## src/pft_pkg.sv

```systemverilog
// package for the page frame table with free frame fifo
// holds status codes and the controller state type; no dependencies
package pft_pkg;

  localparam int STATUS_BITS = 2;
  localparam int REFS_BITS   = 16;
  localparam int INDEX_BITS  = 6;
  localparam int COUNT_BITS  = 7;

  typedef enum logic [STATUS_BITS-1:0] {
    ST_HIT     = 2'd0,
    ST_LOADED  = 2'd1,
    ST_NO_FREE = 2'd2,
    ST_RELEASE = 2'd3
  } status_t;

  typedef enum logic [3:0] {
    S_CLEAR,
    S_IDLE,
    S_SCAN,
    S_SCAN_WAIT,
    S_ALLOC_RD,
    S_ALLOC_WR,
    S_HIT_WR,
    S_REL_RD,
    S_REL_WAIT,
    S_DONE
  } state_t;

endpackage

```

## src/page_frame_table_with_free_fifo.sv

```systemverilog
// page frame table with free frame fifo, top level
// uses pft_pkg; frame memory and free queue memory live here
// a reference reads frames in order until a hit or the last frame, then takes the
// head of the free queue on a miss; a release reads every frame and writes back each
// owned one; page zero is answered without a scan
// throughput: one transaction at a time; the frame memory read port is the bottleneck
// reset: a clearing pass over every frame refills the free queue, busy stays high
// result appears for one cycle on done; the receiver cannot stall
module page_frame_table_with_free_fifo
  import pft_pkg::*;
#(
  parameter int NUM_FRAMES = 64,
  parameter int OWNER_BITS = 8,
  parameter int PAGE_BITS  = 12
) (
  input  logic                  clk,
  input  logic                  rst,
  input  logic                  start,
  output logic                  busy,
  input  logic                  operation,
  input  logic [OWNER_BITS-1:0] owner_id,
  input  logic [PAGE_BITS-1:0]  page_number,
  output logic                  done,
  output logic [1:0]            status,
  output logic [5:0]            frame_index,
  output logic [15:0]           reference_count,
  output logic [6:0]            free_count
);

  localparam int IW = (NUM_FRAMES > 1) ? $clog2(NUM_FRAMES) : 1;
  localparam int CW = $clog2(NUM_FRAMES + 1);
  localparam int EW = 1 + OWNER_BITS + PAGE_BITS + REFS_BITS;
  localparam logic [REFS_BITS-1:0] REFS_MAX = '1;

  // frame memory: valid, owner, page, count; cleared by the reset pass
  logic [EW-1:0] frame_mem [NUM_FRAMES];
  logic [IW-1:0] queue_mem [NUM_FRAMES];

  logic          fm_we;
  logic [IW-1:0] fm_waddr;
  logic [EW-1:0] fm_wdata;
  logic [IW-1:0] fm_raddr;
  logic [EW-1:0] fm_rdata;
  logic          qm_we;
  logic [IW-1:0] qm_waddr;
  logic [IW-1:0] qm_wdata;
  logic [IW-1:0] qm_raddr;
  logic [IW-1:0] qm_rdata;

  always_ff @(posedge clk) begin
    if (fm_we) begin
      frame_mem[fm_waddr] <= fm_wdata;
    end
    fm_rdata <= frame_mem[fm_raddr];
  end

  always_ff @(posedge clk) begin
    if (qm_we) begin
      queue_mem[qm_waddr] <= qm_wdata;
    end
    qm_rdata <= queue_mem[qm_raddr];
  end

  // registers
  state_t                state, state_next;
  logic [IW-1:0]         idx, idx_next;
  logic [IW-1:0]         rd_idx, rd_idx_next;
  logic [IW-1:0]         hit_idx, hit_idx_next;
  logic [REFS_BITS-1:0]  hit_refs, hit_refs_next;
  logic [IW-1:0]         head, head_next;
  logic [IW-1:0]         tail, tail_next;
  logic [CW-1:0]         total, total_next;
  logic [OWNER_BITS-1:0] owner_r;
  logic [PAGE_BITS-1:0]  page_r;
  status_t               res_status, res_status_next;
  logic [IW-1:0]         res_index, res_index_next;
  logic [REFS_BITS-1:0]  res_refs, res_refs_next;
  logic                  done_next;

  // fields of the frame just read
  logic                  e_valid;
  logic [OWNER_BITS-1:0] e_owner;
  logic [PAGE_BITS-1:0]  e_page;
  logic [REFS_BITS-1:0]  e_refs;
  assign {e_valid, e_owner, e_page, e_refs} = fm_rdata;

  logic owner_match;
  assign owner_match = e_valid && (e_owner == owner_r);

  logic last_idx;
  assign last_idx = (idx == IW'(NUM_FRAMES - 1));

  always_ff @(posedge clk) begin
    if (rst) begin
      state <= S_CLEAR;
      idx   <= '0;
      head  <= '0;
      tail  <= '0;
      total <= CW'(NUM_FRAMES);
      done  <= 1'b0;
    end else begin
      state <= state_next;
      idx   <= idx_next;
      head  <= head_next;
      tail  <= tail_next;
      total <= total_next;
      done  <= done_next;
    end
  end

  // payload registers
  always_ff @(posedge clk) begin
    rd_idx     <= rd_idx_next;
    hit_idx    <= hit_idx_next;
    hit_refs   <= hit_refs_next;
    res_status <= res_status_next;
    res_index  <= res_index_next;
    res_refs   <= res_refs_next;
    if (start && !busy) begin
      owner_r <= owner_id;
      page_r  <= page_number;
    end
  end

  // controller
  always_comb begin
    state_next      = state;
    idx_next        = idx;
    rd_idx_next     = rd_idx;
    hit_idx_next    = hit_idx;
    hit_refs_next   = hit_refs;
    head_next       = head;
    tail_next       = tail;
    total_next      = total;
    res_status_next = res_status;
    res_index_next  = res_index;
    res_refs_next   = res_refs;
    done_next       = 1'b0;
    fm_we           = 1'b0;
    fm_waddr        = idx;
    fm_wdata        = '0;
    fm_raddr        = idx;
    qm_we           = 1'b0;
    qm_waddr        = idx;
    qm_wdata        = idx;
    qm_raddr        = head;
    case (state)
      S_CLEAR: begin
        fm_we = 1'b1;
        qm_we = 1'b1;
        idx_next = idx + 1'b1;
        if (last_idx) begin
          idx_next   = '0;
          state_next = S_IDLE;
        end
      end
      S_IDLE: begin
        if (start) begin
          idx_next = '0;
          if (operation) begin
            state_next = S_REL_RD;
          end else if (page_number == '0) begin
            res_status_next = ST_HIT;
            res_index_next  = '0;
            res_refs_next   = '0;
            state_next      = S_DONE;
          end else begin
            state_next = S_SCAN;
          end
        end
      end
      // issue read of frame idx, then check the registered data in S_SCAN_WAIT
      S_SCAN: begin
        fm_raddr    = idx;
        rd_idx_next = idx;
        state_next  = S_SCAN_WAIT;
      end
      S_SCAN_WAIT: begin
        if (owner_match && e_page == page_r) begin
          hit_idx_next  = rd_idx;
          hit_refs_next = (e_refs == REFS_MAX) ? e_refs : e_refs + 1'b1;
          state_next    = S_HIT_WR;
        end else if (rd_idx == IW'(NUM_FRAMES - 1)) begin
          if (total == '0) begin
            res_status_next = ST_NO_FREE;
            res_index_next  = '0;
            res_refs_next   = '0;
            state_next      = S_DONE;
          end else begin
            qm_raddr   = head;
            state_next = S_ALLOC_RD;
          end
        end else begin
          idx_next   = idx + 1'b1;
          fm_raddr   = idx + 1'b1;
          rd_idx_next = idx + 1'b1;
        end
      end
      S_HIT_WR: begin
        fm_we           = 1'b1;
        fm_waddr        = hit_idx;
        fm_wdata        = {1'b1, owner_r, page_r, hit_refs};
        res_status_next = ST_HIT;
        res_index_next  = hit_idx;
        res_refs_next   = hit_refs;
        state_next      = S_DONE;
      end
      S_ALLOC_RD: begin
        state_next = S_ALLOC_WR;
      end
      S_ALLOC_WR: begin
        fm_we           = 1'b1;
        fm_waddr        = qm_rdata;
        fm_wdata        = {1'b1, owner_r, page_r, REFS_BITS'(1)};
        head_next       = (head == IW'(NUM_FRAMES - 1)) ? '0 : head + 1'b1;
        total_next      = total - 1'b1;
        res_status_next = ST_LOADED;
        res_index_next  = qm_rdata;
        res_refs_next   = REFS_BITS'(1);
        state_next      = S_DONE;
      end
      // release: read frame, then invalidate it if owned and queue it if the queue is not full
      S_REL_RD: begin
        fm_raddr    = idx;
        rd_idx_next = idx;
        state_next  = S_REL_WAIT;
      end
      S_REL_WAIT: begin
        if (owner_match) begin
          fm_we    = 1'b1;
          fm_waddr = rd_idx;
          fm_wdata = {1'b0, e_owner, e_page, e_refs};
          if (total != CW'(NUM_FRAMES)) begin
            qm_we      = 1'b1;
            qm_waddr   = tail;
            qm_wdata   = rd_idx;
            tail_next  = (tail == IW'(NUM_FRAMES - 1)) ? '0 : tail + 1'b1;
            total_next = total + 1'b1;
          end
        end
        if (rd_idx == IW'(NUM_FRAMES - 1)) begin
          res_status_next = ST_RELEASE;
          res_index_next  = '0;
          res_refs_next   = '0;
          state_next      = S_DONE;
        end else begin
          idx_next   = idx + 1'b1;
          state_next = S_REL_RD;
        end
      end
      S_DONE: begin
        done_next  = 1'b1;
        state_next = S_IDLE;
      end
      default: begin
        state_next = S_IDLE;
      end
    endcase
  end

  // outputs
  assign busy            = (state != S_IDLE);
  assign status          = res_status;
  assign frame_index     = 6'(res_index);
  assign reference_count = res_refs;
  assign free_count      = 7'(total);

endmodule

```

## config.mk

```make
export PLATFORM = sky130hd
export DESIGN_NAME = page_frame_table_with_free_fifo
export DESIGN_NICKNAME = d
export VERILOG_FILES = /design/src/pft_pkg.sv /design/src/page_frame_table_with_free_fifo.sv
export SDC_FILE = /design/constraint.sdc
export NUM_CORES = 2
export LEC_CHECK = 0
export BUFFER_PORTS_ARGS = -buffer_cell sky130_fd_sc_hd__buf_2
export CAP_MARGIN = 20
export CELL_PAD_IN_SITES_DETAIL_PLACEMENT = 0
export CELL_PAD_IN_SITES_GLOBAL_PLACEMENT = 1
export CORE_ASPECT_RATIO = 0.75
export CORE_MARGIN = 5
export CORE_UTILIZATION = 58
export DETAILED_ROUTE_END_ITERATION = 7
export PLACE_DENSITY_LB_ADDON = 0.1
export SYNTH_ARGS = -nofsm -noshare
export SYNTH_HDL_FRONTEND = slang
export SYNTH_SLANG_ARGS = --single-unit
```

## constraint.sdc

```tcl
create_clock -name clk -period 13 [get_ports clk]
set_input_delay 0.65 -clock clk [delete_from_list [all_inputs] [get_ports clk]]
set_output_delay 0.65 -clock clk [all_outputs]
set_load 0.01 [all_outputs]
```

=== Yosys cells after proc, flatten, opt, wreduce, memory -nomap -nowiden ===
Memories as Yosys holds them, arrays and structs flattened. A register that Yosys moved wholly into a read port is not among the register bits.
Cells that the tools add are included.

* Add/subtract/negate cells: 6
* Eq/ne operators: 30
* Mux-type cells: 68
* Reduce and logical (&&, ||, !) cells: 21

{| class="wikitable"
|+ Operator list
! kind !! number
|-
| 6-bit 2-to-1 mux || 23
|-
| 16-bit 2-to-1 mux || 8
|-
| 37-bit one-hot mux with 3 select lines || 1
|-
| 16-bit one-hot mux with 5 select lines || 1
|-
| 36-bit 2-to-1 mux || 1
|-
| 4-bit 2-to-1 mux || 8
|-
| 4-bit one-hot mux with 8 select lines || 1
|-
| 6-bit one-hot mux with 5 select lines || 1
|-
| 6-bit equality test (second input constant) || 4
|-
| 6-bit one-hot mux with 4 select lines || 1
|-
| 2-bit inequality test (second input constant) || 11
|-
| 6-bit by 1-bit adder with 6-bit output (second input constant) || 3
|-
| 6-bit one-hot mux with 3 select lines || 1
|-
| 16-bit by 1-bit adder with 16-bit output (second input constant) || 1
|-
| 16-bit equality test (second input constant) || 1
|-
| 4-bit by 3-bit equality test with 1-bit output (second input constant) || 4
|-
| 2-bit 2-to-1 mux || 7
|-
| 7-bit 2-to-1 mux || 2
|-
| 7-bit one-hot mux with 2 select lines || 1
|-
| 12-bit equality test || 1
|-
| 12-bit zero test || 1
|-
| 6-bit one-hot mux with 2 select lines || 1
|-
| 3-bit AND reduction || 4
|-
| 2-bit one-hot mux with 5 select lines || 1
|-
| other kinds (22) || 37
|}

* Flip-flop bits (word level): 102
* Bits in writable memories: 2752
* Input bits: 24
* Output and inout port bits: 33
* Word-level logic and storage cells: 141
* Memories kept: 2

{| class="wikitable"
|+ Memory list
! name !! words !! width !! read ports !! clocked after memory_dff !! write ports !! RTL line !! text
|-
| frame_mem || 64 || 37 || 1 || 1 || 1 || page_frame_table_with_free_fifo.sv:36 || <nowiki>logic [EW-1:0] frame_mem [NUM_FRAMES];</nowiki>
|-
| queue_mem || 64 || 6 || 1 || 1 || 1 || page_frame_table_with_free_fifo.sv:37 || <nowiki>logic [IW-1:0] queue_mem [NUM_FRAMES];</nowiki>
|}

=== Logic depth before layout (Yosys ltp) ===
* Word-level depth: 6
* Depth in mapped cells: 15
* Gate-level depth less buffers: 13

=== Worst setup path before layout ===
OpenSTA, ideal clock, no wires.

* Path kind: register -> register
* Start point: reg state[0]
* End point: mem queue_mem[0][1] (netlist bit), data pin
* Setup time: 0.702 ns
* Data arrival time: 4.242 ns
* Data required time: 12.298 ns
* Slack: 8.056 ns
* Stages on the path, launching flop included: 11
* Path buffers: 4
* Period minus slack after synthesis: 4.944 ns
* Path through: dfxtp_1 -> nor3_1 -> and2_1 -> buf_2 -> inv_2 -> nor4_4 -> and2b_1 -> buf_4 -> buf_4 -> buf_2 -> o21ai_0

* Word-level cells in the longest chain between the ends: 2

{| class="wikitable"
|+ RTL lines
! what !! RTL line !! text
|-
| start: declaration || page_frame_table_with_free_fifo.sv:65 || <nowiki>state_t state, state_next;</nowiki>
|-
| start signal: assignment || page_frame_table_with_free_fifo.sv:102 || <nowiki>state <= state_next;</nowiki>
|-
| 4-bit equality test || page_frame_table_with_free_fifo.sv:147 || <nowiki>case (state)</nowiki>
|-
| 6-bit 2-to-1 mux || page_frame_table_with_free_fifo.sv:147 ||
|-
| via qm_wdata[1] || page_frame_table_with_free_fifo.sv:46 || <nowiki>logic [IW-1:0] qm_wdata;</nowiki>
|-
| end: declaration || page_frame_table_with_free_fifo.sv:37 ||
|}

The timed path passes the listed nets, and every way through them passes these cells.

=== Worst setup path after layout ===
* Start point: reg owner_r[3]
* End point: reg fm_rdata[22] (read register of frame_mem)

* Word-level cells in the longest chain between the ends: 5

{| class="wikitable"
|+ RTL lines
! what !! RTL line !! text
|-
| start: declaration || page_frame_table_with_free_fifo.sv:73 || <nowiki>logic [OWNER_BITS-1:0] owner_r;</nowiki>
|-
| start signal: assignment || page_frame_table_with_free_fifo.sv:120 || <nowiki>owner_r <= owner_id;</nowiki>
|-
| 8-bit equality test || page_frame_table_with_free_fifo.sv:88 || <nowiki>assign owner_match = e_valid && (e_owner == owner_r);</nowiki>
|-
| 1-bit logical AND || page_frame_table_with_free_fifo.sv:88 ||
|-
| 1-bit logical AND || page_frame_table_with_free_fifo.sv:179 || <nowiki>if (owner_match && e_page == page_r) begin</nowiki>
|-
| 6-bit 2-to-1 mux || page_frame_table_with_free_fifo.sv:179 ||
|-
| 6-bit 2-to-1 mux || page_frame_table_with_free_fifo.sv:147 ||
|-
| end: declaration || page_frame_table_with_free_fifo.sv:43 || <nowiki>logic [EW-1:0] fm_rdata;</nowiki>
|}

No other way between the ends.
A chain may end at the register's enable or synchronous reset.

==> implementation parameters <==
Parameter                              Value

Clock network
  Level count of the clock H-tree    5
  Root buffer selected by CTS    clkbuf_16
  Number of gates resized after CTS    0
  Max clock buf depth    4
  Clock slew seen by the registers of the worst setup and hold paths    0.07 ns
  Worst-skew pair later-pin latency    0.91 ns
  Clock buffer count from CTS    290
  Clock net sink count    2897
  Clock tree from TritonCTS    built

STA
  Maximum achievable frequency    157.9 MHz
  RSZ-0062 raised after global routing    no
  Period utilisation layout    0.4872
  Final number of max-transition violations    0
  Min Tclk post-route    6.334 ns
  Slew at the pin with the worst max-slew slack    1.234 ns
  Final setup violation count    0
  Fin Setup TNS    0 ns
  Final worst clock skew    0.04024 ns
  Worst slack on hold paths    0.07101 ns
  Total count of hold-check failures in the final report    0
  Max_slew headroom    0.1772

Synthesis
  Total number of yosys warnings    0
  Flop and latch count out of synthesis    2897
  Mapped Nets    7792
  Proportion of synthesized flip-flops having asynchronous set or reset    0
  Number of enable-type register cells in the synthesized netlist    2824
  Proportion of synthesized chip area in sequential cells    0.7558
  Primary FF master, synth    edfxtp_1
  Count of different cell masters after synthesis    73
  Mean Syn Cell Area    14.71 um^2
  Synthesized instance count    7758
  Cell Area, Synth    114100 um^2

Critical path
  Cells on worst reg2reg path    12
  Crit path largest cell delay    0.87 ns
  Worst Setup Path Type    flop to flop
  Ordered list of cells on the worst path    xnor2_1 > nand4_1 > nor3_2 > a211o_4 > o21ai_2 > nor2_4 > buf_4 > buf_4 > nand3_1 > nand4_1 > o2111ai_1 > or3_1
  Startpoint type of the worst setup path    flop
  Number of cells on the critical path    12
  Worst reg2reg path startpoint    owner_r[3]
  Buf+Inv Stages, Crit Path    2
  Slowest cell on the critical path    a211o_4
  Required time worst endpoint    13.76 ns
  CP endpoint kind    flop
  Arrival time worst endpoint    7.10 ns
  R2R Path End    fm_rdata[22]
  Cell family contributing the most delay on the critical path    simple AND/OR/NAND/NOR gates
  Worst-path maximum fanout    85
  Setup slack of the worst register-to-register path    6.67 ns

Detailed routing
  Vias    69970
  Count of antenna-violating nets left after detailed routing    0
  Initial drt markers    10640
  Routed Wire Length    326100 um
  Number of design rule violations left after detail routing    0
  Number of search-and-repair iterations in the first detailed-routing pass    8
  Post-DR wirelength/cell    30.63 um
  Via density per instance    6.573

Global route
  Leftover overflow at the end of global routing    0
  GRT Util Overall    0.3127
  Vias in the first global route    65850
  Initial antenna violation count    15
  Global-route wire length before repair    469200 um
  Pin count of the biggest net entering global routing    180

Placement
  GPL Wtd Cong    0.8638
  HPWL reported at the end of detailed placement    171000 um
  Cell area after placement    117600 um^2
  Total of buffers placed on input and output ports    56

Floorplanning
  Die boundary width    522.2 um
  Height of the die    394.2 um
  Number of top-level pins    57
  Core region area    196400 um^2
  # rows    141
  Initial cell density of the core    0.5813
  Die area    205800 um^2

Final layout
  Number of nets in the final layout    7815
  Post-route cell area    127000 um^2
  Area overhead of the layout relative to synthesis    11.30%
  Layout cells sized above 1    0.1111

Power
  Static Leakage    43.94 nW
  Power density over the cells    151.0 nW/um^2
  Peak supply drop    0.0001461 V

Min path
  Worst min-delay path class    input port to flop
  Min-Delay Path Depth    1
  Hold_sp    owner_id[5]
  Min-Delay Endpoint    owner_r[5]

Flow run
  Max-cap violation count    0

Status
  Outcome    completed
## cells by family after synthesis
kind of cell	synth area share
buffers and inverters	0.01969
AO/OA/AOI/OAI	0.05431
XOR/XNOR	0.004429
multiplexers	0.04562
flip-flops	0.7558
adder cells (fa/ha/maj)	0.001162
AND/OR/NAND/NOR	0.1190
## per-stage QoR
step	worst slack (ns)	cells	power [mW]	utilization
2_1_floorplan	8.056	7758	11.01	-
3_3_place_gp	6.913	10100	11.35	0.5981
3_5_place_dp	6.826	10110	11.36	0.5988
4_1_cts	6.790	10600	19.25	0.6440
5_1_grt	6.546	10640	19.73	0.6469
6_report	6.666	10640	19.19	0.6469
## routing by layer
| layer | global-route usage | vias up | routed length [um] |
|---|---|---|---|
| met1 | 0.4821 | 35470 | 134900 |
| met4 | 0.08936 | 4 | 9632 |
| li1 | - | 29900 | - |
| met2 | 0.4665 | 4043 | 148300 |
| met3 | 0.05168 | 553 | 33230 |
| met5 | 0 | - | 22 |
## worst register-to-register path: cells and delay by family, from the launching register on
family / cells / cell delay (ns)
and+or+nand+nor: 6 / 2.33
buffers and inverters: 2 / 1.64
DFF: 1 / 0.42
xor gates and xnor gates: 1 / 0.29
AOI/OAI and AO/OA: 3 / 1.54
## cell usage in the layout, fill, tap and decap left out, drive strengths merged, types with 19 or more instances in the layout
cell,instances
a22o,21
clkbuf,380
dfxtp,73
nor2,186
nor3,19
mux4,127
xnor2,44
or3,40
nand3,694
o211ai,26
and2,19
mux2i,231
nand2,1752
inv,22
o221ai,143
buf,232
nand2b,20
a21oi,36
o21ai,165
clkinv,88
nand4,296
o22ai,146
edfxtp,2824
a32oi,224
a21o,26
## registers in the layout (all words and copies together) (netlist names)
signal           flops
done                 1
fm_rdata            37
frame_index          6
frame_mem         2368
free_count           7
head                 6
hit_idx              6
hit_refs            16
idx                  6
owner_r              8
page_r              12
qm_rdata             6
queue_mem          384
rd_idx               6
reference_count     16
state                4
status               2
tail                 6
## what timing repair did
item,4_1_cts,5_1_grt
hold buffers,0,1
hold endpoints to repair,0,1
setup endpoints to repair,0,0
buffers inserted,0,0
## final cells by class
cell class / count / area [um^2]
Sequential cell: 2897 / 86280
Fill cell: 13960 / 69330
Multi-Input combinational cell: 4338 / 26270
Clock buffer: 380 / 7888
Tap cell: 2645 / 3309
Timing Repair Buffer: 233 / 2175
Clock inverter: 113 / 987.2
Inverter: 21 / 78.83
Antenna cell: 17 / 42.54
## where the power goes
group          total, mW  internal, mW  leakage [nW]  switching (mW)
clock network       8.01          4.61          4.33            3.40
logic              0.919         0.253          8.42           0.666
registers           10.3          10.2          31.2          0.0667
total               19.2          15.1          43.9            4.13
## how the worst max path moves through the flow
stage | from | slack, ns | endpoint
2_1_floorplan | state[0] | 8.06 | queue_mem[0][1]
3_3_place_gp | owner_r[3] | 6.91 | fm_rdata[22]
3_5_place_dp | owner_r[3] | 6.83 | fm_rdata[22]
4_1_cts | owner_r[3] | 6.79 | fm_rdata[22]
5_1_grt | owner_r[3] | 6.55 | fm_rdata[15]
6_report | owner_r[3] | 6.67 | fm_rdata[22]
## cells in the mapped netlist (6+ instances only)
library cell	instances	share of area
a31oi_1	8	0.00044
clkbuf_1	252	0.0083
xor2_1	11	0.00084
nand2b_1	18	0.00099
o211ai_1	26	0.0017
nand4_1	296	0.016
or2_2	7	0.00038
ha_1	9	0.00099
or3_1	40	0.0022
and3_1	16	0.00088
a21oi_1	33	0.0014
mux2i_1	231	0.020
buf_2	191	0.0084
a22o_1	21	0.0016
buf_1	47	0.0015
buf_4	12	0.00079
a21o_1	26	0.0017
and2_1	19	0.0010
mux4_2	127	0.025
a22oi_1	7	0.00046
xnor2_1	43	0.0033
a32oi_1	224	0.017
nor2_1	180	0.0059
dfxtp_1	73	0.013
o2111ai_1	10	0.00077
o21ai_0	163	0.0071
inv_1	20	0.00066
nand2_1	1752	0.058
o22ai_1	146	0.0080
nand3_1	694	0.030
nor3_1	16	0.00070
nor4_1	6	0.00033
edfxtp_1	2824	0.74
o221ai_1	143	0.011
No activity file was read; power rests on OpenSTA's default activity.
